$ cat src/design/ctcr_ram.sv
`default_nettype none
module ctcr_ram #(
  parameter int Width = 8,
  parameter int Depth = 256
) (
  input  wire logic                     clk,
  input  wire logic                     we,
  input  wire logic [$clog2(Depth)-1:0] waddr,
  input  wire logic [Width-1:0]         wdata,
  input  wire logic                     re,
  input  wire logic [$clog2(Depth)-1:0] raddr,
  output logic      [Width-1:0]         rdata
);

  logic [Width-1:0] mem [Depth];

  // One write port, one registered read port that holds when not enabled.
  always_ff @(posedge clk) begin
    if (we) begin
      mem[waddr] <= wdata;
    end
    if (re) begin
      rdata <= mem[raddr];
    end
  end

endmodule
`default_nettype wire

$ cat config.mk
export PLATFORM = sky130hd
export DESIGN_NAME = ctcr_ram
export DESIGN_NICKNAME = d
export VERILOG_FILES = /design/src/design/ctcr_ram.sv
export SDC_FILE = /design/constraint.sdc
export NUM_CORES = 2
export LEC_CHECK = 0
export BUFFER_PORTS_ARGS = -buffer_cell sky130_fd_sc_hd__clkbuf_2
export CORE_MARGIN = 1
export CORE_UTILIZATION = 45
export DETAILED_ROUTE_END_ITERATION = 8
export PLACE_DENSITY = 0.67
export SYNTH_ARGS = -nofsm -noshare
export SYNTH_HDL_FRONTEND = slang
export SYNTH_SLANG_ARGS = --single-unit
$ cat constraint.sdc
create_clock -name clk -period 2.5 [get_ports clk]
set_input_delay 0.125 -clock clk [delete_from_list [all_inputs] [get_ports clk]]
set_output_delay 0.125 -clock clk [all_outputs]
set_load 0.01 [all_outputs]
==> impl_metrics.toml <==
[synth]
synth.top_cell.area_share_pct = 77.53
synth-seq-area-share_pct = 77.53
synth.largest_area_cell = "edfxtp_1"
synthTopCellsByArea = "edfxtp_1 (78%), mux4_2 (13%), mux2i_1 (1.7%)"
synth-seq-cells = 2056
yosysWarnings = 0
syn-num-nets = 3760
ys_types = 54
synthFlopType = "edfxtp_1"
synth_cells = 3733
postSynthAreaPerCell_um2 = 21.33
ys_async_sr_fraction_pct = 0
synth_edf_count = 2056
synthesis.area_mm2 = 0.07964

[worst_setup_path]
crit_fanout = 1
cp-startpoint = "mem[211][7]$_DFFE_PP_"
r2r_end = "rdata[7]$_DFFE_PP_"
cp.depth = 6
cpPeakStageDelay_ns = 0.55
regToRegSetupSlack_ns = 0.005
r2r_cells = 6
critPathLaunchType = "flop"
endpoint_kind = "flop"
cp_slowest_cell = "nor4_2"
crit_end = "rdata[7]$_DFFE_PP_"
r2r_start = "mem[211][7]$_DFFE_PP_"
arrival_ns = 3.08
crit_family = "compound AO/OA/AOI/OAI gates"
worstPathRequired_ns = 3.09
critPathKind = "reg -> reg"
cp.buffers_inverters = 1
cp_cell_sequence = "mux4_2 > a22oi_1 > a21oi_1 > nor4_2 > buf_4 > nor4_1"

[layout]
fin_cells = 6898
fin_nets = 4422
fin_area_mm2 = 0.09395
drive_gt1_share_pct = 31.75
areaGrowthSynthToFinish_pct = 17.97
fillCellCount = 13238

[global_route]
grt_pass1_wl_um = 287600
antenna_found_initial = 8
grt_pass1_vias = 41112
grt_max_degree = 107
grt_usage_pct = 22.24
overflow = 0

[clock_network]
cts_buffer_depth = 3
postCtsSetupRepairBufs = 0
path_clk_slew_ns = 0.07
cts_max_level = 4
clock_latency_ns = 0.84
clock-sinks = 2056
clockRootBuffer = "clkbuf_16"
cts_tree = "yes"
cts_buffers = 194

[floorplanning]
core_mm2 = 0.1759
chipWidth_um = 422.7
start_util_pct = 45.27
rows = 154
die_h_um = 422.7
boundaryPins = 35
die_area_mm2 = 0.1787

[place]
portBuffers = 34
dp_hpwl_um = 127500
gp_congestion = 0.9171
post_dp_cell_area_mm2 = 0.08734
dp_cells = 6528
post-place-ws_ns = -0.7940

[routing]
drc = 0
drt-total-wl_um = 198200
first_pass_iters = 5
ant_nets = 0
viasPerCell = 5.938
avgRoutedWirePerCell_um = 28.74
drt_iter0_markers = 5288
vias = 40960

[timing]
worst_pin_slew_ns = 0.9607
fmaxAchievable_mhz = 400.8
fin_worst_skew_ns = 0.02674
period_minus_slack_ns = 2.495
slew_headroom_pct = 35.96
finalSetupViolCount = 0
timing.setup.tns_ns = 0
grt_setup_unrepaired = "false"
hold_viol = 0
slew_viol_final = 0
setup_slack_ns = 0.005144
fin_crit_sh_pct = 99.79

[power]
leakagePower_nw = 30.35
peakVddDrop_mv = 0.7191
pwr_density_cell_mw_per_mm2 = 763.1
finalPower_mw = 71.69

[run]
cap_violations = 0

[run_status]
status = "finished clean"

[min_path]
min_path_type = "in -> reg"
[cell usage after synthesis, types with 6 or more instances]
cell	number
clkbuf_1	111
buf_1	22
nor4_1	24
mux2i_1	134
nor2_1	282
o221ai_1	46
o21ai_0	10
a22oi_1	133
buf_8	13
edfxtp_1	2056
and2_1	6
a221oi_1	13
nor3_1	22
nand2_1	33
buf_12	8
a22o_1	8
nand2b_1	8
o211ai_1	10
nor2b_1	31
mux4_2	454
nand4_1	10
a21oi_1	96
a211oi_1	16
o22ai_1	28
nand3_1	34
buf_6	21
buf_2	31
buf_4	27
[worst min path at each step]
stage                     startpoint                    end  slack [ns]  depth (start not counted)
after floorplan             wdata[0]    mem[0][0]$_DFFE_PP_        0.22                          0
after global placement      wdata[2]  mem[202][2]$_DFFE_PP_        0.56                          1
after detailed placement    wdata[2]  mem[203][2]$_DFFE_PP_        0.57                          1
after CTS                   waddr[0]  mem[215][0]$_DFFE_PP_        0.02                          4
after global routing        waddr[0]  mem[215][3]$_DFFE_PP_        0.06                          4
final                       waddr[2]  mem[157][7]$_DFFE_PP_        0.09                          4
[report_power, final]
group	leakage (nW)	internal (mW)	switching, mW	total, mW
Combinational	8.73	1.58	2.35	3.93
Sequential	18.5	38.0	0.0562	38.1
Clock	3.13	17.1	12.6	29.7
Total	30.3	56.7	15.0	71.7
[cells in the final DEF (no fill, tap or decap), types with 24 or more instances in the layout]
cell | synthesis | layout
edfxtp_1 | 2056 | 2056
buf_4 | 27 | 576
mux4_2 | 454 | 454
nor2_1 | 282 | 278
clkbuf_16 | 0 | 200
mux2i_1 | 134 | 134
a22oi_1 | 133 | 133
a21oi_1 | 96 | 96
buf_12 | 8 | 80
clkinv_1 | 1 | 47
o221ai_1 | 46 | 46
clkbuf_1 | 111 | 37
clkinv_2 | 0 | 36
nand3_1 | 34 | 34
nand2_1 | 33 | 33
o22ai_1 | 28 | 28
nor2b_1 | 31 | 28
bufinv_16 | 0 | 24
[flip-flops by register name, indices dropped and copies added, names as in the netlist]
signal  cells
mem      2048
rdata       8
[cell type report]
class	count	area [µm²]	area share (%)
antenna	3	7.507	0.007991
clock buffer	237	5144	5.475
clock inverter	119	1237	1.317
inverter	2	7.507	0.007991
multi-input combinational	1442	16590	17.66
sequential	2056	61740	65.72
tap	2340	2928	3.116
timing repair buffer	699	6291	6.696
[tightest hold or removal path, stage by stage]
cell,delay [ns]
clkbuf_2,0.17
nand3_1,0.22
nor2_1,0.06
buf_4,0.18
[per-layer routing]
metal	part of all wire [%]	vias up	track usage, %
li1	-	17045	-
met2	48	1979	35.48
met5	0.019	-	0
met3	8.9	337	4.442
met4	3.3	6	7.536
met1	39	21593	30.71
[repair_timing]
action / 4_1_cts / 5_1_grt
resized for setup: 11 / 8
endpoints found under the setup margin: 8 / 4
hold endpoints to repair: 674 / 0
pin swaps: 0 / 3
hold buffers: 11 / 0
[per-stage QoR]
stage          hold WS (ns)  util [%]
6_report            0.08533     53.40
2_1_floorplan        0.2239         -
4_1_cts             0.01562     53.37
3_3_place_gp         0.5570     49.65
3_5_place_dp         0.5670     49.65
5_1_grt             0.05604     53.40
[cell families after synthesis]
group,count (synthesis),share of synthesized area (%)
flops,2056,77.53
buf+inv,235,1.829
mux,591,14.60
compound gates,385,3.416
simple gates,466,2.625
(Power assumes the default switching activity.)
