**src/design/ctcr_pkg.sv**
```systemverilog
`default_nettype none
package ctcr_pkg;

  // Highest pixel level, also the input level of the last fixed point.
  localparam int unsigned TopLevel = 255;

  // Configuration register indexes.
  localparam logic [7:0] IDX_P1_IN  = 8'd0;
  localparam logic [7:0] IDX_P1_OUT = 8'd1;
  localparam logic [7:0] IDX_P2_IN  = 8'd2;
  localparam logic [7:0] IDX_P2_OUT = 8'd3;

  typedef struct packed {
    logic [7:0] p1_in;
    logic [7:0] p1_out;
    logic [7:0] p2_in;
    logic [7:0] p2_out;
  } pt_cfg_t;

  typedef struct packed {
    logic [7:0] r;
    logic [7:0] g;
    logic [7:0] b;
  } pix_t;

  // One queue entry between the front and the back.
  typedef struct packed {
    pix_t pix;
    logic bad;
  } qent_t;

  // Table write from the curve builder.
  typedef struct packed {
    logic       en;
    logic [7:0] addr;
    logic [7:0] data;
  } tbl_wr_t;

endpackage
`default_nettype wire

```
**src/design/ctcr_build.sv**
```systemverilog
`default_nettype none
module ctcr_build
  import ctcr_pkg::*;
(
  input  wire logic    clk,
  input  wire logic    rst,
  input  wire logic    restart,
  input  wire pt_cfg_t cfg,
  output tbl_wr_t      wr,
  output logic         busy
);

  typedef enum logic [2:0] {S_IDLE, S_MUL, S_DIVINIT, S_DIV, S_WRITE} state_t;

  // Term codes; TERM_DEN is the common denominator, computed once per build.
  localparam logic [1:0] TERM_P   = 2'd0;
  localparam logic [1:0] TERM_Q   = 2'd1;
  localparam logic [1:0] TERM_TOP = 2'd2;
  localparam logic [1:0] TERM_DEN = 2'd3;

  state_t             state;
  logic [1:0]         term;
  logic [2:0]         fidx;
  logic [7:0]         x;
  logic signed [63:0] acc;
  logic signed [63:0] num;
  logic signed [63:0] den;
  logic [63:0]        rem;
  logic [63:0]        dsh;
  logic [63:0]        dabs;
  logic [7:0]         quo;
  logic [2:0]         step;

  logic signed [9:0]  va, vb, vp, vq, vx, vt;
  logic signed [9:0]  f;
  logic signed [73:0] prod;
  logic               last;
  logic [63:0]        absn;
  logic [63:0]        absd;
  logic               neg;
  logic               ge;

  assign va = signed'({2'b00, cfg.p1_in});
  assign vp = signed'({2'b00, cfg.p1_out});
  assign vb = signed'({2'b00, cfg.p2_in});
  assign vq = signed'({2'b00, cfg.p2_out});
  assign vx = signed'({2'b00, x});
  assign vt = signed'(10'(TopLevel));

  // Factor list of each Lagrange term, one factor per multiply cycle.
  always_comb begin
    f = vt;
    unique case (term)
      TERM_P: begin
        unique case (fidx)
          3'd0: f = vp;
          3'd1: f = vx;
          3'd2: f = vx - vb;
          3'd3: f = vx - vt;
          3'd4: f = vb;
          3'd5: f = vb - vt;
          default: f = vt;
        endcase
      end
      TERM_Q: begin
        unique case (fidx)
          3'd0: f = vq;
          3'd1: f = vx;
          3'd2: f = vx - va;
          3'd3: f = vx - vt;
          3'd4: f = va;
          3'd5: f = va - vt;
          default: f = vt;
        endcase
      end
      TERM_TOP: begin
        unique case (fidx)
          3'd0: f = vt;
          3'd1: f = vx;
          3'd2: f = vx - va;
          3'd3: f = vx - vb;
          3'd4: f = va;
          3'd5: f = vb;
          default: f = va - vb;
        endcase
      end
      default: begin
        unique case (fidx)
          3'd0: f = va;
          3'd1: f = vb;
          3'd2: f = va - vb;
          3'd3: f = va - vt;
          3'd4: f = vb - vt;
          default: f = vt;
        endcase
      end
    endcase
  end

  assign prod = acc * f;
  assign last = (term == TERM_DEN) ? (fidx == 3'd5) : (fidx == 3'd6);

  // Magnitudes and quotient sign for the truncating division.
  assign absn = num[63] ? 64'(-num) : 64'(num);
  assign absd = den[63] ? 64'(-den) : 64'(den);
  assign neg  = num[63] ^ den[63];
  assign ge   = (rem >= dsh);

  // Build sequencer: denominator, then per level three terms and a division.
  always_ff @(posedge clk) begin
    if (rst || restart) begin
      state <= S_MUL;
      term  <= TERM_DEN;
      fidx  <= 3'd0;
      acc   <= 64'sd1;
      x     <= 8'd0;
    end else begin
      unique case (state)
        S_IDLE: begin
        end
        S_MUL: begin
          if (last) begin
            fidx <= 3'd0;
            acc  <= 64'sd1;
            unique case (term)
              TERM_DEN: begin
                den  <= prod[63:0];
                term <= TERM_P;
              end
              TERM_P: begin
                num  <= prod[63:0];
                term <= TERM_Q;
              end
              TERM_Q: begin
                num  <= num - prod[63:0];
                term <= TERM_TOP;
              end
              default: begin
                num   <= num + prod[63:0];
                state <= S_DIVINIT;
              end
            endcase
          end else begin
            acc  <= prod[63:0];
            fidx <= fidx + 3'd1;
          end
        end
        S_DIVINIT: begin
          rem  <= absn;
          dabs <= absd;
          dsh  <= absd << 7;
          step <= 3'd7;
          quo  <= 8'd0;
          if (neg) begin
            state <= S_WRITE;
          end else if (absn >= (absd << 8)) begin
            quo   <= 8'd255;
            state <= S_WRITE;
          end else begin
            state <= S_DIV;
          end
        end
        S_DIV: begin
          if (ge) begin
            rem <= rem - dsh;
          end
          quo  <= {quo[6:0], ge};
          dsh  <= dsh >> 1;
          step <= step - 3'd1;
          if (step == 3'd0) begin
            state <= S_WRITE;
          end
        end
        default: begin
          if (x == 8'(TopLevel)) begin
            state <= S_IDLE;
          end else begin
            x     <= x + 8'd1;
            term  <= TERM_P;
            fidx  <= 3'd0;
            acc   <= 64'sd1;
            state <= S_MUL;
          end
        end
      endcase
    end
  end

  assign wr.en   = (state == S_WRITE);
  assign wr.addr = x;
  assign wr.data = quo;
  assign busy    = (state != S_IDLE);

  // The build finishes only after writing the last level.
  a_done_at_top: assert property (@(posedge clk) disable iff (rst || restart)
    $fell(busy) |-> $past(x) == 8'(TopLevel))
    else $error("table build ended before the last level");

  // The shifted divisor never exceeds the divisor times 128 while dividing.
  a_dsh_bound: assert property (@(posedge clk) disable iff (rst || restart)
    state == S_DIV |-> dsh <= (dabs << 7))
    else $error("division shift out of range");

endmodule
`default_nettype wire

```
**config.mk**
```make
export PLATFORM = sky130hd
export DESIGN_NAME = ctcr_build
export DESIGN_NICKNAME = d
export VERILOG_FILES = /design/src/design/ctcr_pkg.sv /design/src/design/ctcr_build.sv
export SDC_FILE = /design/constraint.sdc
export NUM_CORES = 2
export LEC_CHECK = 0
export BUFFER_PORTS_ARGS = -buffer_cell sky130_fd_sc_hd__buf_4
export CELL_PAD_IN_SITES_DETAIL_PLACEMENT = 0
export CELL_PAD_IN_SITES_GLOBAL_PLACEMENT = 1
export CORE_ASPECT_RATIO = 0.8
export CORE_MARGIN = 3
export CORE_UTILIZATION = 30
export CTS_CLUSTER_SIZE = 10
export DETAILED_ROUTE_END_ITERATION = 7
export PLACE_DENSITY = 0.61
export SETUP_SLACK_MARGIN = 0.02
export SLEW_MARGIN = 20
export SYNTH_ARGS = -nofsm -noshare
export SYNTH_HDL_FRONTEND = slang
export SYNTH_SLANG_ARGS = --single-unit
```
**constraint.sdc**
```tcl
create_clock -name clk -period 19.33 [get_ports clk]
set_input_delay 2.8995 -clock clk [delete_from_list [all_inputs] [get_ports clk]]
set_output_delay 2.8995 -clock clk [all_outputs]
set_load 0.005 [all_outputs]
```
==> results.cfg <==
[timing]
finalHoldViolCount = 0
fin_crit_sh_pct = 80.7
final-setup-viol-count = 0
relSlewSlack_pct = 19.4
fmax_mhz = 64.1
rsz0062_at_grt = no
finClkSkew_ns = 0.0678
maxSlewViolCount = 0
tightest_slew_ns = 1.21
final.min_clock_period_ns = 15.60
finalSetupTns_ns = 0

[clocking]
ctsHoldBuffers = 0
cts_sinks = 341
clk_path_buf_depth = 3
htree_levels = 2
postCtsResizedCells = 0
clkLatencyLatePin_ns = 0.67
cts-buffers-inserted = 47
cts.clk_slew.worst_paths_ns = 0.07
cts_tree = yes
cts_setup_buffers = 0
clock-root-buffer = clkbuf_16

[die]
initial_core_util_pct = 30.4
die_y_um = 361
dieArea_mm2 = 0.162
rows = 129
fp.dieW_um = 449
core_mm2 = 0.155
ios = 53

[worst_setup_path]
cpMaxStageDelayCell = a31oi_4
cp.required_ns = 19.72
crit_arrival_ns = 15.99
cp_num_buf_inv = 7
start_kind = input pin
worstSetupPathType = input pin to flop
slowest_delay_ns = 0.58
crit_family = compound AO/OA/AOI/OAI gates
crit_path_end_kind = flop
crit_path_frequent_cell = fa_1
cp_max_fo = 40

[drt]
routed_via_density = 5.29
post_drt_wl_per_cell_um = 21.5
drcViolationCount = 0
wirelength_mm = 161
first_iter_violations = 3350
antenna_left = 0
via_count = 39800
drt_pre_antenna_iters = 6

[synthesis]
synthCells = 5541
syn_area_mm2 = 0.0472
postSynthAreaPerCell_um2 = 8.52
synth_top_area_share_pct = 19.5
postSynthNetCount = 6396
netlist_top_cells_count = 580 x inv_1, 571 x nand2_1, 460 x fa_1
synthArstFlopShare_pct = 0
yosysMostFrequentCell = inv_1
synth_cell_types = 105
synth-edff-count = 261
ys.flop_type = edfxtp_1
synth_warnings = 0
synth_top_area_cell = fa_1
ys_ff_latch = 341
synth_area_leaders = fa_1 20%, edfxtp_1 17%, ha_1 9.5%, inv_1 4.6%, nand2_1 4.5%
yosysSeqAreaShare_pct = 20.0

[global_route]
grt_usage_pct = 19.7
gr-total-overflow = 0
antenna_found_initial = 4
grt_pass1_wl_mm = 251
grt_pass1_vias = 39800
grt_max_degree = 112

[cells_and_area]
nFillCells = 16500
area_growth_pct = 8.37
layout.cells.non_filler = 7523
design_area_mm2 = 0.0511
drive_above_1_share_pct = 5.22
nets = 6249

[pwr]
p_leak_nw = 22.3
power.density_mw_per_mm2 = 186
ir_worst_vdd_uv = 138
power.total_mw = 9.52

[placed_design]
placed_area_mm2 = 0.0497
gp_congestion = 0.928
numPortBuffers = 52
dp_hpwl_mm = 126
place_inst = 7441

[run]
maxCapViolCount = 0

[status]
status = finished clean

[min_path]
hold_path.class = flop to flop
-- routing by layer --
layer | global-route usage (%) | wire length (um) | vias up
li1 | - | - | 18700
met1 | 31.2 | 83300 | 19700
met2 | 27.6 | 63100 | 1250
met3 | 3.05 | 11500 | 154
met4 | 4.02 | 3400 | 0
met5 | 0 | 0 | -
-- kinds of logic (layout without fill, tap and decap cells) --
group                    count (synthesis)  count (layout)  share of synthesized area [%]
flip-flops                             341             341                           20.0
AND/OR/NAND/NOR                       1806            1806                           18.9
adder cells (fa/ha/maj)                820             820                           29.1
other                                    0               1                              0
buffers and inverters                  894             779                           7.14
multiplexers                            13              13                          0.281
AO/OA/AOI/OAI                         1283            1283                           17.4
XOR/XNOR                               384             384                           7.23
-- registers in the layout, summed over array words and instances (netlist names) --
signal and cells:
den 58, acc 64, fidx 3, step 3, num 64, dsh 64, x 8, rem 64
term 2, quo 8, state 3
-- where the power goes --
| group | total (mW) | leakage [nW] | switching [mW] | internal, mW |
|---|---|---|---|---|
| clock network | 0.859 | 0.696 | 0.384 | 0.475 |
| logic | 7.39 | 18.6 | 4.56 | 2.83 |
| registers | 1.27 | 3.00 | 0.179 | 1.09 |
| total | 9.52 | 22.3 | 5.13 | 4.39 |
-- final timing paths --
kind	startpoint	end	slack, ns	cells past startpoint
worst max register to register	fidx[0]	num[59]	4.84	44
worst min-delay path	quo[5]	quo[6]	0.52	1
worst min register to register	quo[5]	quo[6]	0.52	1
worst max-delay path	cfg[24]	num[63]	3.73	48
-- layout make-up --
type | count | area, um^2 | area share [%]
Timing Repair Buffer | 113 | 861 | 1.68
Clock inverter | 25 | 245 | 0.479
Tap cell | 2096 | 2620 | 5.13
Sequential cell | 341 | 9440 | 18.5
Clock buffer | 56 | 1210 | 2.37
Inverter | 585 | 2200 | 4.29
Antenna cell | 1 | 2.50 | 0.00489
Multi-Input combinational cell | 4306 | 34600 | 67.6
-- layout by cell type, fill, tap and decap left out, types with 98 or more instances in the layout --
cell	count
a21o_1	163
a21oi_1	417
edfxtp_1	261
and3_1	98
xor2_1	160
and2_1	152
buf_4	112
o21ai_0	235
fa_1	460
ha_1	360
xnor2_1	220
inv_1	580
nand2_1	571
nor2_1	415
-- stage by stage --
stage / setup slack, ns / hold WS (ns) / util (%)
after floorplan: 4.61 / 0.464 / -
after global placement: 3.08 / 0.501 / 32.0
after detailed placement: 3.19 / 0.505 / 32.0
after CTS: 3.83 / 0.527 / 32.9
after global routing: 2.68 / 0.546 / 32.9
final: 3.73 / 0.525 / 32.9
-- worst register-to-register path: cells and delay by family (launching register included) --
| family | cells | cell delay (ns) |
|---|---|---|
| flops | 1 | 0.42 |
| compound gates | 20 | 5.11 |
| xor+xnor | 2 | 0.35 |
| fa+ha+maj | 8 | 3.64 |
| buf+inv | 6 | 1.03 |
| simple gates | 8 | 3.68 |
(Power assumes the default switching activity.)
