## src/design/ctcr_pkg.sv

```systemverilog
`default_nettype none
package ctcr_pkg;

  // Highest pixel level, also the input level of the last fixed point.
  localparam int unsigned TopLevel = 255;

  // Configuration register indexes.
  localparam logic [7:0] IDX_P1_IN  = 8'd0;
  localparam logic [7:0] IDX_P1_OUT = 8'd1;
  localparam logic [7:0] IDX_P2_IN  = 8'd2;
  localparam logic [7:0] IDX_P2_OUT = 8'd3;

  typedef struct packed {
    logic [7:0] p1_in;
    logic [7:0] p1_out;
    logic [7:0] p2_in;
    logic [7:0] p2_out;
  } pt_cfg_t;

  typedef struct packed {
    logic [7:0] r;
    logic [7:0] g;
    logic [7:0] b;
  } pix_t;

  // One queue entry between the front and the back.
  typedef struct packed {
    pix_t pix;
    logic bad;
  } qent_t;

  // Table write from the curve builder.
  typedef struct packed {
    logic       en;
    logic [7:0] addr;
    logic [7:0] data;
  } tbl_wr_t;

endpackage
`default_nettype wire

```

## src/design/ctcr_ifs.sv

```systemverilog
`default_nettype none
// Pixel input channel.
interface ctcr_pix_if;
  logic       valid;
  logic       ready;
  logic [7:0] in_red;
  logic [7:0] in_green;
  logic [7:0] in_blue;
  modport source (output valid, output in_red, output in_green, output in_blue, input ready);
  modport sink (input valid, input in_red, input in_green, input in_blue, output ready);
endinterface

`default_nettype wire

```

## src/design/ctcr_front.sv

```systemverilog
`default_nettype none
module ctcr_front
  import ctcr_pkg::*;
(
  input  wire logic    clk,
  input  wire logic    rst,
  ctcr_pix_if.sink     pix,
  input  wire pt_cfg_t cfg,
  input  wire logic    busy,
  output qent_t        q_data,
  output logic         q_valid,
  input  wire logic    q_pop
);

  qent_t      mem [2];
  logic       wptr;
  logic       rptr;
  logic [1:0] count;
  logic       push;
  logic       bad;

  // Two middle points that share a level with each other or an end point.
  assign bad = (cfg.p1_in == 8'd0) || (cfg.p2_in == 8'd0) ||
               (cfg.p1_in == 8'(TopLevel)) || (cfg.p2_in == 8'(TopLevel)) ||
               (cfg.p1_in == cfg.p2_in);

  assign pix.ready = !busy && (count != 2'd2);
  assign push      = pix.valid && pix.ready;
  assign q_valid   = (count != 2'd0);
  assign q_data    = mem[rptr];

  // Queue payload.
  always_ff @(posedge clk) begin
    if (push) begin
      mem[wptr] <= '{pix: '{r: pix.in_red, g: pix.in_green, b: pix.in_blue}, bad: bad};
    end
  end

  // Queue pointers and fill count.
  always_ff @(posedge clk) begin
    if (rst) begin
      wptr  <= 1'b0;
      rptr  <= 1'b0;
      count <= 2'd0;
    end else begin
      if (push) begin
        wptr <= !wptr;
      end
      if (q_pop) begin
        rptr <= !rptr;
      end
      count <= count + 2'(push) - 2'(q_pop);
    end
  end

  a_no_overflow: assert property (@(posedge clk) disable iff (rst)
    count <= 2'd2)
    else $error("pixel queue overflow");

  a_no_pop_empty: assert property (@(posedge clk) disable iff (rst)
    q_pop |-> count != 2'd0)
    else $error("pop from empty pixel queue");

endmodule
`default_nettype wire

```

## src/flat_wrapper.sv

```systemverilog
// flat-port wrapper written by rule: the top's interface ports become plain ports
module ctcr_front_flat import ctcr_pkg::*;
  (clk, rst, cfg, busy, q_data, q_valid, q_pop, pix_valid, pix_in_red, pix_in_green, pix_in_blue, pix_ready);
  ctcr_pix_if pix_i ();
  input  wire logic clk;
  input  wire logic rst;
  input  wire pt_cfg_t cfg;
  input  wire logic busy;
  output qent_t q_data;
  output logic q_valid;
  input  wire logic q_pop;
  input wire logic [$bits(pix_i.valid)-1:0] pix_valid;
  input wire logic [$bits(pix_i.in_red)-1:0] pix_in_red;
  input wire logic [$bits(pix_i.in_green)-1:0] pix_in_green;
  input wire logic [$bits(pix_i.in_blue)-1:0] pix_in_blue;
  output wire logic [$bits(pix_i.ready)-1:0] pix_ready;
  assign pix_i.valid = pix_valid;
  assign pix_i.in_red = pix_in_red;
  assign pix_i.in_green = pix_in_green;
  assign pix_i.in_blue = pix_in_blue;
  assign pix_ready = pix_i.ready;
  ctcr_front u_core (.clk(clk), .rst(rst), .pix(pix_i), .cfg(cfg), .busy(busy), .q_data(q_data), .q_valid(q_valid), .q_pop(q_pop));
endmodule
```

## config.mk

```make
export PLATFORM = sky130hd
export DESIGN_NAME = ctcr_front_flat
export DESIGN_NICKNAME = d
export VERILOG_FILES = /design/src/design/ctcr_pkg.sv /design/src/design/ctcr_ifs.sv /design/src/design/ctcr_front.sv /design/src/flat_wrapper.sv
export SDC_FILE = /design/constraint.sdc
export NUM_CORES = 1
export LEC_CHECK = 0
export ABC_AREA = 0
export ABC_CLOCK_PERIOD_IN_PS = 3020
export BUFFER_PORTS_ARGS = -buffer_cell sky130_fd_sc_hd__buf_2
export CAP_MARGIN = 0
export CORE_MARGIN = 3
export CORE_UTILIZATION = 45
export CTS_BUF_LIST = sky130_fd_sc_hd__clkbuf_4
export CTS_CLUSTER_SIZE = 24
export DETAILED_ROUTE_END_ITERATION = 8
export PLACE_DENSITY = 0.76
export SYNTH_ARGS = -nofsm -noshare
export SYNTH_HDL_FRONTEND = slang
export SYNTH_SLANG_ARGS = --single-unit
```

## constraint.sdc

```tcl
create_clock -name clk -period 3.02 [get_ports clk]
set_clock_uncertainty 0.1 [all_clocks]
set_input_delay 0.906 -clock clk [delete_from_list [all_inputs] [get_ports clk]]
set_output_delay 0.906 -clock clk [all_outputs]
set_load 0.005 [all_outputs]
```

==> run summary, run 1 <==
Top cell type's share of synthesized area = 68.3%
Post-DP HPWL = 3.07 mm
DRT iter0 DRCs = 53
Cell chain of the critical path = buf_4 > mux2_2 > buf_2
Syn Inst Count = 125
Critical path's largest stage delay = 0.50 ns
Ranking of synthesized cells by area = edfxtp_1 68%, mux2_2 13%, dfxtp_1 4.6%
IO Count = 88
Fraction of power consumed by the clock network = 20.5%
Worst setup EP type = primary output
Avg WL per Cell = 14.6 um
N_diodes = 0
Die height = 75.9 um
Slew HR = 72.1%
Tot GR Track Use = 14.4%
Sum of negative setup slack = 0 ns
Simple-gate share of the synthesized area = 5.01%
Worst VDD drop = 0.216 mV
Reg2Reg Depth = 3
Routability cong. = 0.869
Post-synthesis mux area share = 12.8%
YS warnings = 0
Max-Cap Viols = 0
Die area = 5760 um2
WHS Path Cells = 2
Hold wc startpoint = u_core.rptr
Initial Util = 48.5%
Hold Vio Cnt, Final = 0
Post-synthesis adder-cell area fraction = 1.14%
Fin crit share = 89.3%
Power Density = 531 nW/um2
Met2 usage = 26.6%
Avg Cell Area, Syn = 17.6 um2
Min Hold Slack = 0.433 ns
Min-delay worst type = flop to flop
Tmin final = 2.70 ns
CP max stage cell = dfxtp_1
Critical Path AT = 1.69 ns
Req. time, crit path = 2.01 ns
DR vias = 1298
Num CTS Buffers = 5
Global-route wire length before repair = 6.11 mm
Max Freq = 0.371 GHz
Die width = 75.9 um
Post-CTS setup buffer count = 0
TritonCTS clock tree = built
Drt via density = 4.79
Clock Latency Late Sink = 0.36 ns
Synthesized flop and latch total = 55
TritonRoute pass-1 iters = 4
Layout area overhead = 23.2%
Reg-to-reg critical path startpoint = u_core.count[1]
Clk slew on worst S/H paths = 0.11 ns
Initial antenna violation count = 0
Final WL = 3.97 mm
Share of cells above drive strength 1 = 54.4%
Largest family of logic cells by synthesized area = multiplexers
Sw Ratio = 23.0%
Top delay family on crit path = flip-flops
Global route total overflow = 0
P_int = 1110 uW
Outcome = finished, final reports clean
Type of origin of the critical path = flop
CORE AREA = 4530 um2
Synth Area in Compound Gates = 1.94%
Setup slack, reg-to-reg = 1.17 ns
Largest net degree at the start of global routing = 20
Longest Clk Path Bufs = 2
Final Max Tran Viols = 0
Vias in the first global route = 1381
Crit path kind = flop to primary output
# rows = 24
RSZ-0062 raised after global routing = false
M3 GR Usage = 4.75%
Sw power = 331 uW
Post-route insts no fill = 271
Syn Nets = 188
Synth cell types = 19
Worst-Margin Slew = 0.417 ns
Leakage = 0.00102 uW
Nets = 268
Post-route ant nets = 0
Synth Area in XOR/XNOR = 4.78%
Hold path endpoint = u_core.rptr
Global routing's busiest layer = met2
Met1 Usage GRT = 15.1%
Sequential share of power = 63.1%
CTS sink cnt = 55
Post-Syn Area = 2200 um2
I/O Buffers = 71
Hold Buf Count CTS = 0
H-Tree Depth = 2
Leading area contributor after synthesis = edfxtp_1
WP buf/inv = 2
Drc violations = 0
Finish-stage setup viols = 0
CTS Root Buffer Type = clkbuf_4
Placed Cells = 263
Gate power share = 16.4%
Crit Path Max Fanout = 19
Post-CTS Resized = 0
Seq/Total Area, Yosys = 72.9%
RR Endpoint = u_core.mem[0][24]
Util after Layout = 59.7%
worst register-to-register path: stages, from the launching register on:
cell	delay (ns)
dfxtp_1	0.39
a211oi_4	0.32
nor2b_2	0.45
buf_4	0.29
through the flow:
stage               area, um2  setup slack [ns]  total power (uW)
floorplan                2200             0.106              1050
global route             2710             0.171              1520
global placement         2650             0.591              1150
detailed placement       2650             0.524              1170
CTS                      2710             0.273              1460
finish                   2710             0.325              1440
power by group through the flow:
stage          Clock, uW  Sequential [uW]  Combinational, uW
2_1_floorplan          0              918                133
3_3_place_gp           0              921                226
3_5_place_dp           0              925                240
4_1_cts              307              908                242
5_1_grt              339              914                266
6_report             294              907                236
flip-flops by register name (all words and copies together) (netlist names), named ones only:
name,cells
u_core.mem,50
u_core.rptr,1
u_core.count,2
u_core.wptr,1
area by class of cell:
| class | instances | area [um2] |
|---|---|---|
| clock buffer | 6 | 45.0 |
| multi-input combinational | 64 | 567 |
| inverter | 3 | 11.3 |
| timing repair buffer | 76 | 393 |
| tap | 65 | 81.3 |
| fill | 346 | 1830 |
| sequential | 55 | 1600 |
| clock inverter | 2 | 8.76 |
metal layers:
layer  wire, um  part of all wire [%]
met1       1500                    38
met2       2120                    53
met3        301                   7.6
met4         46                   1.2
met5          0                     0
synth_stat cells:
cell type  count
buf_4          2
o211ai_1       1
ha_1           2
a211oi_4       1
edfxtp_1      50
or2_2          1
mux2_2        25
nor2b_1        2
nand4_1        6
inv_2          1
dfxtp_1        5
xor2_1         1
a21oi_1        3
buf_2          1
nor4_1         4
xnor2_1       11
inv_1          2
and2_1         1
nor2_1         6
cell usage in the layout, fill, tap and decap left out, types with 2 or more instances in the layout:
master / count
buf_2: 71
a21oi_1: 3
xnor2_1: 11
nand4_1: 6
inv_1: 2
ha_1: 2
nor2_1: 6
edfxtp_1: 50
buf_4: 5
mux2_2: 25
clkbuf_4: 6
dfxtp_1: 5
nor4_1: 4
how the worst max path moves through the flow:
stage | depth (start not counted) | from | endpoint
floorplan | 3 | pix_valid | u_core.mem[0][0]
global placement | 5 | pix_valid | u_core.mem[0][21]
detailed placement | 5 | pix_valid | u_core.mem[0][18]
CTS | 3 | flop | q_data[19]
global route | 3 | flop | q_data[4]
finish | 3 | flop | q_data[11]
logic make-up (layout without fill, tap and decap cells):
logic type,Yosys count,after routing
buffers and inverters,6,87
AOI/OAI and AO/OA,5,5
muxes,25,25
DFF,55,55
and+or+nand+nor,20,20
adders and majority gates,2,2
xor gates and xnor gates,12,12
Note: power is estimated with default switching activity, not from simulation.
==> run 2: changes to the inputs <==
GPL_TIMING_DRIVEN = 0   (was not set)
==> run 2 against run 1 <==
Die area unchanged. Sequential power about the same. Final cell count down 0.37%. Core utilization about the same. Worst setup slack better by 0.11 ns. Combinational power about the same. First-iteration DRC count down 26%. Critical path depth up 1. Register-to-register slack worse by 0.29 ns.
==> run summary, run 2 (synthesis results as in run 1) <==
Outcome = finished, final reports clean
Hold Buf Count CTS = 0
Initial Util = 48.5%
DR vias = 1318
RSZ-0062 raised after global routing = false
Final Max Tran Viols = 0
Hold wc startpoint = u_core.rptr
Place WS = 0.194 ns
Vias in the first global route = 1301
Post-route insts no fill = 270
Gate power share = 16.3%
Worst-Margin Slew = 1.16 ns
Sequential share of power = 62.5%
Reg2Reg Depth = 2
Clock Latency Late Sink = 0.36 ns
Drt via density = 4.88
Fill cells = 366
Commonest non-fill, non-tap cell in the layout = buf_2
Longest Clk Path Bufs = 2
Leakage = 0.00102 uW
Top Registers = u_core.mem: 50 flops, u_core.count: 2 flops
Global route total overflow = 0
Type of origin of the critical path = flop
Most frequent cells in the layout = 72 x buf_2, 50 x edfxtp_1, 25 x mux2_2
RR Endpoint = u_core.mem[1][3]
Layout area overhead = 23.3%
H-Tree Depth = 2
Die area = 5760 um2
Req. time, crit path = 2.01 ns
Critical Path AT = 1.58 ns
Share of cells above drive strength 1 = 54.6%
IO Count = 88
Sum of negative setup slack = 0 ns
CORE AREA = 4530 um2
Post-CTS setup buffer count = 0
Sw power = 334 uW
Worst setup EP type = primary output
Post-DP HPWL = 2.73 mm
Reg-to-reg critical path startpoint = u_core.count[1]
Slew HR = 22.7%
Global-route wire length before repair = 5.42 mm
CTS sink cnt = 55
Final WL = 3.72 mm
Drc violations = 0
Tot GR Track Use = 13.0%
Most flop-heavy register = u_core.mem
Max-Cap Viols = 0
Hold Vio Cnt, Final = 0
P_int = 1110 uW
I/O Buffers = 71
# rows = 24
Largest net degree at the start of global routing = 26
Setup slack, reg-to-reg = 0.88 ns
CTS Root Buffer Type = clkbuf_4
Max reg flops = 50
Routability cong. = 0.727
Min-delay worst type = flop to flop
Die height = 75.9 um
Sw Ratio = 23.1%
Fraction of power consumed by the clock network = 21.1%
WHS Path Cells = 2
Crit path kind = flop to primary output
Tmin final = 2.58 ns
Power Density = 533 nW/um2
Final worst setup slack = 0.436 ns
Worst VDD drop = 0.260 mV
Num CTS Buffers = 5
Crit Path Max Fanout = 10
TritonRoute pass-1 iters = 4
DRT iter0 DRCs = 39
Avg WL per Cell = 13.8 um
Nets = 267
TritonCTS clock tree = built
Initial antenna violation count = 0
Post-CTS Resized = 0
Die width = 75.9 um
Clk slew on worst S/H paths = 0.13 ns
N_diodes = 0
Post-route ant nets = 0
Fin crit share = 85.6%
Util after Layout = 59.7%
Max Freq = 0.387 GHz
Finish-stage setup viols = 0
Placed Cells = 262
==> run 2: worst max path at each step <==
stage               startpoint                end  slack [ns]  cells past startpoint
global placement     pix_valid  u_core.mem[0][12]       -0.61                      4
finish                    flop          q_data[4]        0.44                      4
detailed placement   pix_valid  u_core.mem[1][12]        0.19                      4
global route              flop         q_data[10]        0.33                      4
floorplan            pix_valid   u_core.mem[0][0]        0.11                      3
CTS                       flop         q_data[10]        0.39                      4
==> run 2: metrics by stage <==
step	total power, uW	hold slack, ns	instance area, um2
final	1450	0.443	2710
after global routing	1520	0.467	2710
after global placement	1150	0.398	2630
after CTS	1470	0.454	2710
after detailed placement	1160	0.422	2650
after floorplan	1050	0.380	2200
==> run 2: final cells by class <==
class                   instances  area [um2]  area share [%]
plain buffers                   3        20.0           0.739
clock buffers                   6        45.0            1.66
clock inverters                 2        12.5           0.462
inverters                       3        11.3           0.416
multi-input cells              64         567            20.9
flip-flops and latches         55        1600            59.1
well taps                      65        81.3            3.00
repair buffers                 72         370            13.7
==> run 2: power by group through the flow <==
stage	clock network, uW	logic, uW	registers [uW]
global placement	0	231	921
CTS	319	242	905
floorplan	0	133	918
detailed placement	0	240	922
finish	305	236	904
global route	345	265	908
==> run 2: per-layer routing <==
metal,wire (um),GRT usage [%]
met4,61,6.99
met1,1440,13.3
met3,270,3.69
met2,1940,23.7
met5,0,0
==> run 2: worst max-delay path, stage by stage (launching register included) <==
cell and delay [ns]:
dfxtp_1 0.33, buf_2 0.18, buf_4 0.22, mux2_2 0.36, buf_2 0.13
