--- src/design/ctcr_pkg.sv ---
`default_nettype none
package ctcr_pkg;

  // Highest pixel level, also the input level of the last fixed point.
  localparam int unsigned TopLevel = 255;

  // Configuration register indexes.
  localparam logic [7:0] IDX_P1_IN  = 8'd0;
  localparam logic [7:0] IDX_P1_OUT = 8'd1;
  localparam logic [7:0] IDX_P2_IN  = 8'd2;
  localparam logic [7:0] IDX_P2_OUT = 8'd3;

  typedef struct packed {
    logic [7:0] p1_in;
    logic [7:0] p1_out;
    logic [7:0] p2_in;
    logic [7:0] p2_out;
  } pt_cfg_t;

  typedef struct packed {
    logic [7:0] r;
    logic [7:0] g;
    logic [7:0] b;
  } pix_t;

  // One queue entry between the front and the back.
  typedef struct packed {
    pix_t pix;
    logic bad;
  } qent_t;

  // Table write from the curve builder.
  typedef struct packed {
    logic       en;
    logic [7:0] addr;
    logic [7:0] data;
  } tbl_wr_t;

endpackage
`default_nettype wire

--- src/design/ctcr_ifs.sv ---
`default_nettype none


// Result output channel.
interface ctcr_res_if;
  logic       valid;
  logic       ready;
  logic [7:0] out_red;
  logic [7:0] out_green;
  logic [7:0] out_blue;
  logic       bad_points;
  modport source (output valid, output out_red, output out_green, output out_blue,
                  output bad_points, input ready);
  modport sink (input valid, input out_red, input out_green, input out_blue,
                input bad_points, output ready);
endinterface

`default_nettype wire

--- src/design/ctcr_back.sv ---
`default_nettype none
module ctcr_back
  import ctcr_pkg::*;
(
  input  wire logic       clk,
  input  wire logic       rst,
  input  wire qent_t      q_data,
  input  wire logic       q_valid,
  output logic            q_pop,
  output logic            re,
  output pix_t            raddr,
  input  wire logic [7:0] rd_r,
  input  wire logic [7:0] rd_g,
  input  wire logic [7:0] rd_b,
  ctcr_res_if.source      res
);

  logic s1_valid;
  logic s1_bad;
  logic out_valid;
  logic s1_load;
  logic out_load;

  // Table read stage, then the output register; the read data holds while stalled.
  assign out_load = s1_valid && (!out_valid || res.ready);
  assign s1_load  = !s1_valid || out_load;
  assign q_pop    = s1_load && q_valid;
  assign re       = q_pop;
  assign raddr    = q_data.pix;

  always_ff @(posedge clk) begin
    if (rst) begin
      s1_valid  <= 1'b0;
      out_valid <= 1'b0;
    end else begin
      if (s1_load) begin
        s1_valid <= q_valid;
      end
      if (out_load) begin
        out_valid <= 1'b1;
      end else if (res.ready) begin
        out_valid <= 1'b0;
      end
    end
  end

  // Payload registers.
  always_ff @(posedge clk) begin
    if (q_pop) begin
      s1_bad <= q_data.bad;
    end
    if (out_load) begin
      res.out_red    <= s1_bad ? 8'd0 : rd_r;
      res.out_green  <= s1_bad ? 8'd0 : rd_g;
      res.out_blue   <= s1_bad ? 8'd0 : rd_b;
      res.bad_points <= s1_bad;
    end
  end

  assign res.valid = out_valid;

  a_bad_zero: assert property (@(posedge clk) disable iff (rst)
    res.valid && res.bad_points |->
      res.out_red == 8'd0 && res.out_green == 8'd0 && res.out_blue == 8'd0)
    else $error("singular points gave a nonzero result");

endmodule
`default_nettype wire

--- src/flat_wrapper.sv ---
// flat-port wrapper written by rule: the top's interface ports become plain ports
module ctcr_back_flat import ctcr_pkg::*;
  (clk, rst, q_data, q_valid, q_pop, re, raddr, rd_r, rd_g, rd_b, res_valid, res_out_red, res_out_green, res_out_blue, res_bad_points, res_ready);
  ctcr_res_if res_i ();
  input  wire logic clk;
  input  wire logic rst;
  input  wire qent_t q_data;
  input  wire logic q_valid;
  output logic q_pop;
  output logic re;
  output pix_t raddr;
  input  wire logic [7:0] rd_r;
  input  wire logic [7:0] rd_g;
  input  wire logic [7:0] rd_b;
  output wire logic [$bits(res_i.valid)-1:0] res_valid;
  output wire logic [$bits(res_i.out_red)-1:0] res_out_red;
  output wire logic [$bits(res_i.out_green)-1:0] res_out_green;
  output wire logic [$bits(res_i.out_blue)-1:0] res_out_blue;
  output wire logic [$bits(res_i.bad_points)-1:0] res_bad_points;
  input wire logic [$bits(res_i.ready)-1:0] res_ready;
  assign res_valid = res_i.valid;
  assign res_out_red = res_i.out_red;
  assign res_out_green = res_i.out_green;
  assign res_out_blue = res_i.out_blue;
  assign res_bad_points = res_i.bad_points;
  assign res_i.ready = res_ready;
  ctcr_back u_core (.clk(clk), .rst(rst), .q_data(q_data), .q_valid(q_valid), .q_pop(q_pop), .re(re), .raddr(raddr), .rd_r(rd_r), .rd_g(rd_g), .rd_b(rd_b), .res(res_i));
endmodule
--- config.mk ---
export PLATFORM = sky130hd
export DESIGN_NAME = ctcr_back_flat
export DESIGN_NICKNAME = d
export VERILOG_FILES = /design/src/design/ctcr_pkg.sv /design/src/design/ctcr_ifs.sv /design/src/design/ctcr_back.sv /design/src/flat_wrapper.sv
export SDC_FILE = /design/constraint.sdc
export NUM_CORES = 1
export LEC_CHECK = 0
export ABC_AREA = 1
export ABC_CLOCK_PERIOD_IN_PS = 1800
export BUFFER_PORTS_ARGS = -buffer_cell sky130_fd_sc_hd__buf_2
export CAP_MARGIN = 20
export CORE_ASPECT_RATIO = 0.7
export CORE_MARGIN = 5
export CORE_UTILIZATION = 34
export DETAILED_ROUTE_END_ITERATION = 8
export GPL_ROUTABILITY_DRIVEN = 0
export GPL_TIMING_DRIVEN = 0
export HOLD_SLACK_MARGIN = 0.03
export PLACE_DENSITY = 0.75
export SETUP_SLACK_MARGIN = 0.05
export SYNTH_ARGS = -nofsm -noshare
export SYNTH_HDL_FRONTEND = slang
export SYNTH_SLANG_ARGS = --single-unit
--- constraint.sdc ---
create_clock -name clk -period 1.8 [get_ports clk]
set_input_delay 0.18 -clock clk [delete_from_list [all_inputs] [get_ports clk]]
set_output_delay 0.18 -clock clk [all_outputs]
set_load 0.02 [all_outputs]
==> out/qor.csv, run 1 <==
stage,metric,value,unit
status,status,"complete, no violations",
logic_synthesis,syn_nets,166,
worst_setup_path,crit_buf_inv,2,
clocking,cts_buffers,3,
pwr,p_comb_share,19.4,%
timing,worst_slew_pin_slew,0.813,ns
placement,place_ws,0.235,ns
routing,firstDrtPassIters,4,
floorplan,row_count,18,
finish,mostFrequentLayoutCells,"buf_2, inv_1, edfxtp_1",
grt,grt_pass1_vias,967,
worst_setup_path,regToRegSetupSlack,0.26,ns
finish,insertedDiodeCount,0,
pwr,clkPwrFrac,24.1,%
grt,overflow,0,
worst_setup_path,slowest_delay,0.60,ns
finish,fin_nets,252,
floorplan,initial_core_util,35.5,%
clocking,cts.clk_slew.worst_paths,0.08,ns
routing,totalWireLength,2.77,mm
timing,rsz0062_at_grt,false,
worst_setup_path,path_cells,"inv_1, a21oi_2, buf_6",
timing,min_period,1.54,ns
pwr,p_leak,0.950,nW
timing,timing.final.ws_setup,0.259,ns
pwr,peakVddDrop,320,uV
timing,fin_tns_setup,0,ns
floorplan,dieArea,5020,um^2
timing,fin_skew,0.00325,ns
clocking,post-cts-setup-buffers,0,
timing,fmax,649,MHz
clocking,cts_sinks,28,
logic_synthesis,synthesis.area,1250,um^2
clocking,cts_resized,0,
logic_synthesis,synth_seq_cells,28,
clocking,root_buffer,clkbuf_8,
placement,place_hpwl,2.38,mm
pwr,power.switching,0.324,mW
logic_synthesis,synth.avg_cell_area,11.1,um^2
placement,port_buffers,80,
worst_setup_path,worstSetupStartpointType,register,
timing,final_hold_viol_count,0,
clocking,cts_hold_buf,0,
clocking,clk_latency,0.26,ns
grt,grt_start_max_net_pins,16,
pwr,power.internal,1.02,mW
logic_synthesis,synth_top_area_share,62.3,%
logic_synthesis,yosysSeqAreaShare,65.5,%
finish,drive_above_1_share,56.6,%
worst_setup_path,crit_path_end_kind,register,
floorplan,chipHeight,60.8,um
timing,maxSlewViolCount,0,
timing,period_share,85.6,%
logic_synthesis,synth_area_leaders,"edfxtp_1, buf_4, inv_1",
finish,syn_to_final_growth,41.7,%
pwr,p_per_area,755,nW/um^2
grt,grt_pass1_wl,3.97,mm
worst_setup_path,critPathSlowestCell,a21oi_2,
logic_synthesis,synth_top_cell_by_area,edfxtp_1,
routing,viasPerCell,3.88,
job,maxCapViolations,0,
timing,setup_violations,0,
pwr,p_seq_share,56.5,%
floorplan,die_x,82.6,um
timing,slew_headroom,45.8,%
worst_setup_path,cp_max_fo,15,
floorplan,core_region_area,3540,um^2
min_path,hp-class,input pin to register,
clocking,cts_tree,done,
worst_setup_path,cp.required,1.78,ns
pwr,p_sw_share,24.1,%
worst_setup_path,critPathTopFamily,compound AO/OA/AOI/OAI gates,
logic_synthesis,netlist_instances,113,
finish,layout_commonest_cell,buf_2,
clocking,clockBufferDepth,2,
grt,track_usage,10.7,%
routing,drt_iter0_markers,22,
routing,ant_nets,0,
logic_synthesis,ys_types,9,
routing,wl_per_cell,11.2,um
clocking,cts.htree.levels,1,
logic_synthesis,yosys_warnings,0,
routing,drc_errors,0,
routing,vias,961,
worst_setup_path,worstPathArrival,1.52,ns
worst_setup_path,crit_type,register to register,
floorplan,boundaryPins,105,
grt,antenna_found_initial,0,
-- worst paths after layout --
path,startpoint,to,cells past startpoint
max,u_core.s1_valid,u_core.res.bad_points,3
min,rst,u_core.s1_valid,2
max reg2reg,u_core.s1_valid,u_core.res.bad_points,3
min reg2reg,u_core.res.valid,u_core.res.valid,2
-- power by group through the flow --
| stage | logic [mW] | registers (mW) | clock network (mW) |
|---|---|---|---|
| 6_report | 0.260 | 0.758 | 0.324 |
| 5_1_grt | 0.283 | 0.762 | 0.375 |
| 4_1_cts | 0.265 | 0.759 | 0.342 |
| 3_5_place_dp | 0.264 | 0.774 | 0 |
| 3_3_place_gp | 0.258 | 0.773 | 0 |
| 2_1_floorplan | 0.128 | 0.811 | 0 |
-- cell usage after synthesis --
| library cell | count |
|---|---|
| a21oi_1 | 3 |
| buf_6 | 2 |
| nand3_1 | 1 |
| nand2_1 | 2 |
| nor2_1 | 24 |
| dfxtp_1 | 2 |
| inv_1 | 28 |
| edfxtp_1 | 26 |
| buf_4 | 25 |
-- routing by layer --
layer | vias up | routed length (um) | GRT usage [%]
li1 | 483 | - | -
met2 | 72 | 1370 | 20.7
met1 | 404 | 970 | 10.5
met4 | 0 | 19 | 4.20
met3 | 2 | 414 | 3.86
met5 | - | 0 | 0
-- through the flow --
stage / total power, mW / cells / hold slack (ns) / cell area (um^2) / utilization (%)
after floorplan: 0.939 / 113 / 0.249 / 1260 / -
after global placement: 1.03 / 243 / 0.359 / 1720 / 48.7
after detailed placement: 1.04 / 244 / 0.360 / 1730 / 49.0
after CTS: 1.37 / 248 / 0.0765 / 1780 / 50.2
after global routing: 1.42 / 248 / 0.0750 / 1780 / 50.2
final: 1.34 / 248 / 0.0830 / 1780 / 50.2
-- cells by family after synthesis --
family / Yosys count / synth area share [%]
AO/OA/AOI/OAI: 3 / 1.20
flip-flops: 28 / 65.5
buffers and inverters: 55 / 25.1
AND/OR/NAND/NOR: 27 / 8.18
-- state kept, by name, indices dropped and copies added, names as in the netlist --
| name | count |
|---|---|
| u_core.res.out_blue | 8 |
| u_core.res.valid | 1 |
| u_core.res.out_green | 8 |
| u_core.s1_valid | 1 |
| u_core.res.bad_points | 1 |
| u_core.s1_bad | 1 |
| u_core.res.out_red | 8 |
-- area by class of cell --
type / instances / area, um^2
fill: 337 / 1760
sequential: 28 / 821
timing repair buffer: 81 / 412
buffer: 27 / 210
multi-input combinational: 30 / 121
inverter: 28 / 105
tap: 50 / 62.6
clock buffer: 4 / 45.0
No activity file was read; power rests on OpenSTA's default activity.
==> run 2, diff against run 1 <==
- CORE_ASPECT_RATIO: 0.7 -> 0.75
==> out/qor.csv, run 2 (synthesis gave the netlist of run 1 again) <==
stage,metric,value,unit
pwr,p_per_area,827,nW/um^2
routing,totalWireLength,2.75,mm
worst_setup_path,worstSetupStartpointType,register,
routing,firstDrtPassIters,4,
clocking,root_buffer,clkbuf_8,
clocking,cts_resized,0,
finish,mostFrequentLayoutCells,"buf_2, inv_1, edfxtp_1",
routing,viasPerCell,3.92,
worst_setup_path,worstPathArrival,1.37,ns
job,maxCapViolations,0,
worst_setup_path,critPathTopFamily,compound AO/OA/AOI/OAI gates,
clocking,cts.htree.levels,1,
placement,placed_area,1740,um^2
min_path,hold_start,rst,
finish,nFillCells,345,
clocking,clockBufferDepth,2,
clocking,cts_buffers,3,
pwr,p_leak,0.965,nW
grt,antenna_found_initial,0,
finish,final-seq-area,821,um^2
worst_setup_path,crit_type,register to register,
grt,grt_use_met2,19.1,%
finish,fin_util,50.1,%
clocking,cts_sinks,28,
routing,ant_nets,0,
timing,setup_violations,0,
pwr,design_power_total,1.50,mW
routing,vias,980,
grt,grt_use_met1,11.1,%
worst_setup_path,critPathSlowestCell,a21oi_2,
grt,grt_start_max_net_pins,17,
timing,fin_tns_setup,0,ns
worst_setup_path,cp_max_fo,16,
floorplan,die_x,80.1,um
finish,drive_above_1_share,57.1,%
placement,place_hpwl,2.37,mm
timing,fin_skew,0.00178,ns
finish,insertedDiodeCount,0,
floorplan,chipHeight,62.6,um
grt,track_usage,10.5,%
clocking,cts_hold_buf,0,
timing,slew_headroom,59.3,%
finish,largestRegisters,"u_core.res.out_blue: 8 flops, u_core.res.out_green: 8 flops, u_core.res.out_red: 8 flops",
worst_setup_path,rr_worst_depth,3,
grt,overflow,0,
finish,multi_input_area,121,um^2
floorplan,row_count,19,
clocking,cts.clk_slew.worst_paths,0.09,ns
timing,worst_slew_pin_slew,0.610,ns
worst_setup_path,worstReg2RegEnd,u_core.res.out_red[6],
min_path,hp-class,input pin to register,
timing,period_share,77.4,%
timing,min_period,1.39,ns
floorplan,core_region_area,3610,um^2
timing,fmax,718,MHz
finish,layout_commonest_cell,buf_2,
status,status,"complete, no violations",
grt,grt_pass1_vias,979,
worst_setup_path,crit_buf_inv,2,
min_path,hold_end,u_core.s1_valid,
finish,final_cell_area,1810,um^2
routing,wl_per_cell,11.0,um
grt,grt_util_met3,5.91,%
timing,maxSlewViolCount,0,
placement,port_buffers,80,
finish,syn_to_final_growth,44.3,%
grt,grt.busiest_layer,met2,
pwr,peakVddDrop,402,uV
routing,drt_iter0_markers,27,
routing,drc_errors,0,
worst_setup_path,cp.required,1.78,ns
min_path,hold_depth,2,
worst_setup_path,regToRegSetupSlack,0.41,ns
clocking,clk_latency,0.27,ns
clocking,cts_tree,done,
timing,rsz0062_at_grt,false,
floorplan,initial_core_util,34.7,%
floorplan,dieArea,5010,um^2
worst_setup_path,path_cells,"inv_1, a21oi_2, buf_8",
worst_setup_path,worstReg2RegStart,u_core.s1_valid,
grt,grt_pass1_wl,4.15,mm
timing,final_hold_viol_count,0,
floorplan,boundaryPins,105,
finish,fin_nets,252,
worst_setup_path,crit_path_end_kind,register,
worst_setup_path,slowest_delay,0.46,ns
clocking,post-cts-setup-buffers,0,
[run 2: changes by cell type in the layout (fill, tap and decap cells not counted)]
| cell | before | now |
|---|---|---|
| clkbuf_1 | 1 | 0 |
| bufinv_16 | 0 | 1 |
| buf_6 | 3 | 2 |
| buf_8 | 0 | 1 |
[run 2: metrics by stage]
stage                     hold WS [ns]  cells  setup WS [ns]
after floorplan                  0.249    113          0.248
after global placement           0.358    245         0.0282
after detailed placement         0.358    246          0.386
after CTS                       0.0608    250          0.372
after global routing            0.0655    250          0.336
final                           0.0727    250          0.407
[run 2: cell type report]
class	count	share of cell area (%)
tap	52	3.60
buffer	27	11.6
clock buffer	3	2.28
timing repair buffer	81	23.0
clock inverter	1	1.66
inverter	28	5.81
sequential	28	45.4
multi-input combinational	30	6.71
[run 2: worst register-to-register path: stages (launching register included)]
cell	delay (ns)
dfxtp_1	0.34
inv_1	0.06
a21oi_2	0.46
buf_8	0.25
[run 2: worst max-delay path by stage]
stage                          start                endpoint  cells past startpoint
floorplan           u_core.res.valid   u_core.res.bad_points                      1
finish               u_core.s1_valid   u_core.res.out_red[6]                      3
global placement           res_ready  u_core.res.out_blue[5]                      3
detailed placement   u_core.s1_valid  u_core.res.out_blue[7]                      3
CTS                  u_core.s1_valid  u_core.res.out_blue[7]                      3
global route         u_core.s1_valid   u_core.res.out_red[6]                      3
[run 2: routing by layer]
metal | share of wire [%] | wire length, um
met4 | 0 | 0
met5 | 0 | 0
met2 | 48 | 1310
met1 | 36 | 987
met3 | 16 | 452
[run 2: where the power goes]
group / total (mW) / internal, mW / switching [mW]
combinational: 0.261 / 0.114 / 0.147
sequential: 0.759 / 0.748 / 0.0108
clock: 0.477 / 0.297 / 0.180
total: 1.50 / 1.16 / 0.338
==> run 3, diff against run 2 <==
- ABC_CLOCK_PERIOD_IN_PS: 1800 -> 1200
- clock period: 1.8 -> 1.2 ns (I/O delays scaled with it)
==> out/qor.csv, run 3 (synthesis gave the netlist of run 1 again) <==
stage,metric,value,unit
status,status,"complete, no violations",
pwr,clkPwrFrac,24.0,%
floorplan,boundaryPins,105,
routing,dr_wl_met2,1.70,mm
clocking,clk_latency,0.26,ns
clocking,root_buffer,clkbuf_8,
finish,drive_above_1_share,59.7,%
min_path,hold_depth,3,
timing,fmax,860,MHz
finish,mostFrequentLayoutCells,"buf_2, buf_4, inv_1",
pwr,p_sw_share,24.9,%
worst_setup_path,path_cells,"nand3_4, nand2_2, inv_2, buf_6, buf_6",
routing,totalWireLength,3.01,mm
pwr,power.switching,0.515,mW
timing,rsz0062_at_grt,true,
grt,grt_start_max_net_pins,16,
worst_setup_path,cp.required,1.08,ns
min_path,hp-class,input pin to register,
worst_setup_path,regToRegSetupSlack,0.04,ns
floorplan,core_region_area,3610,um^2
timing,timing.final.ws_setup,0.0368,ns
pwr,power.internal,1.56,mW
routing,firstDrtPassIters,4,
timing,maxSlewViolCount,0,
grt,grt_pass1_vias,1087,
routing,drc_errors,0,
placement,place_hpwl,2.38,mm
routing,drt_iter0_markers,41,
worst_setup_path,worstPathArrival,1.04,ns
timing,worst_slew_pin_slew,0.328,ns
timing,fin_tns_setup,0,ns
placement,port_buffers,80,
clocking,cts_buffers,3,
worst_setup_path,worstSetupStartpointType,register,
finish,largestRegisters,"u_core.res.out_blue: 8 flops, u_core.res.out_green: 8 flops, u_core.res.out_red: 8 flops",
worst_setup_path,worstReg2RegStart,u_core.res.valid,
finish,fin_nets,260,
finish,insertedDiodeCount,0,
timing,final_hold_viol_count,0,
grt,track_usage,12.2,%
grt,antenna_found_initial,0,
floorplan,dieArea,5010,um^2
worst_setup_path,critPathSlowestCell,dfxtp_4,
routing,viasPerCell,4.00,
floorplan,initial_core_util,34.7,%
worst_setup_path,crit_path_end_kind,primary output,
grt,overflow,0,
worst_setup_path,worstReg2RegEnd,u_core.res.out_green[6],
floorplan,chipHeight,62.6,um
pwr,design_power_total,2.07,mW
clocking,cts.clk_slew.worst_paths,0.08,ns
grt,grt_pass1_wl,4.78,mm
min_path,hold_end,u_core.s1_valid,
routing,wl_met3,287,um
worst_setup_path,crit_type,register to primary output,
routing,wl_per_cell,11.7,um
worst_setup_path,critPathMostFrequentCell,buf_6,
pwr,p_per_area,1090,nW/um^2
routing,ant_nets,0,
clocking,cts_sinks,28,
pwr,p_leak,0.996,nW
timing,slew_headroom,78.1,%
timing,setup_violations,0,
timing,fin_skew,0.00395,ns
worst_setup_path,rr_worst_depth,3,
placement,place_ws,-0.189,ns
routing,routed.top_layer,met3,
floorplan,die_x,80.1,um
finish,syn_to_final_growth,51.8,%
clocking,cts_tree,done,
clocking,cts.htree.levels,1,
pwr,p_seq_share,55.0,%
worst_setup_path,cp_max_fo,3,
timing,min_period,1.16,ns
timing,period_share,96.9,%
job,maxCapViolations,0,
min_path,hold_start,q_valid,
routing,vias,1033,
finish,layout_commonest_cell,buf_2,
worst_setup_path,slowest_delay,0.37,ns
pwr,peakVddDrop,667,uV
clocking,clockBufferDepth,2,
floorplan,row_count,19,
pwr,p_comb_share,21.1,%
routing,met1Wirelength,1.03,mm
-- run 3: cell types whose count changed in the layout (fill, tap and decap cells not counted), moves of 2 or more --
cell / change
buf_6: +3
buf_4: +3
a21oi_4: +2
dlygate4sd3_1: +2
dfxtp_1: -2
-- run 3: worst max-delay path: cells and delay by family (launching register included) --
kind	cells	cell delay (ns)
buffers and inverters	3	0.26
DFF	1	0.37
and+or+nand+nor	2	0.16
-- run 3: per-layer routing --
| metal | vias up | track usage [%] |
|---|---|---|
| met4 | 0 | 2.53 |
| met2 | 60 | 23.2 |
| met3 | 0 | 3.60 |
| li1 | 501 | - |
| met1 | 472 | 13.0 |
| met5 | - | 0 |
-- run 3: timing repair --
| item | CTS | global route |
|---|---|---|
| endpoints found under the setup margin | 27 | 6 |
| pin swaps | 4 | 2 |
| gates resized for setup | 7 | 3 |
| endpoints found under the hold margin | 3 | 0 |
| setup buffers | 6 | 0 |
| cloned | 1 | 0 |
| hold buffers | 2 | 0 |
-- run 3: cell type report --
type	count	area [um^2]
flip-flops and latches	28	826
repair buffers	88	488
multi-input cells	31	160
plain buffers	27	214
clock buffers	4	45.0
fillers	346	1710
well taps	52	65.1
inverters	28	105
-- run 3: power groups by stage --
stage	logic [mW]	clock network, mW	registers (mW)
after floorplan	0.194	0	1.22
after global placement	0.387	0	1.16
after detailed placement	0.392	0	1.16
after CTS	0.438	0.515	1.14
after global routing	0.472	0.559	1.15
final	0.436	0.496	1.14
-- run 3: how the worst max path moves through the flow --
stage	start	end	cells past startpoint
after floorplan	u_core.res.valid	u_core.res.bad_points	1
after global placement	u_core.s1_valid	u_core.res.out_green[1]	2
after detailed placement	u_core.s1_valid	u_core.res.out_green[1]	2
after CTS	u_core.res.valid	re	5
after global routing	u_core.res.valid	re	5
final	u_core.res.valid	re	5
-- run 3: metrics by stage --
| step | area [um^2] | utilization [%] | cells | hold slack (ns) |
|---|---|---|---|---|
| 2_1_floorplan | 1270 | - | 113 | 0.179 |
| 3_3_place_gp | 1730 | 48.0 | 245 | 0.289 |
| 3_5_place_dp | 1730 | 48.0 | 245 | 0.290 |
| 4_1_cts | 1890 | 52.3 | 258 | 0.0851 |
| 5_1_grt | 1900 | 52.7 | 258 | 0.101 |
| 6_report | 1900 | 52.7 | 258 | 0.0980 |
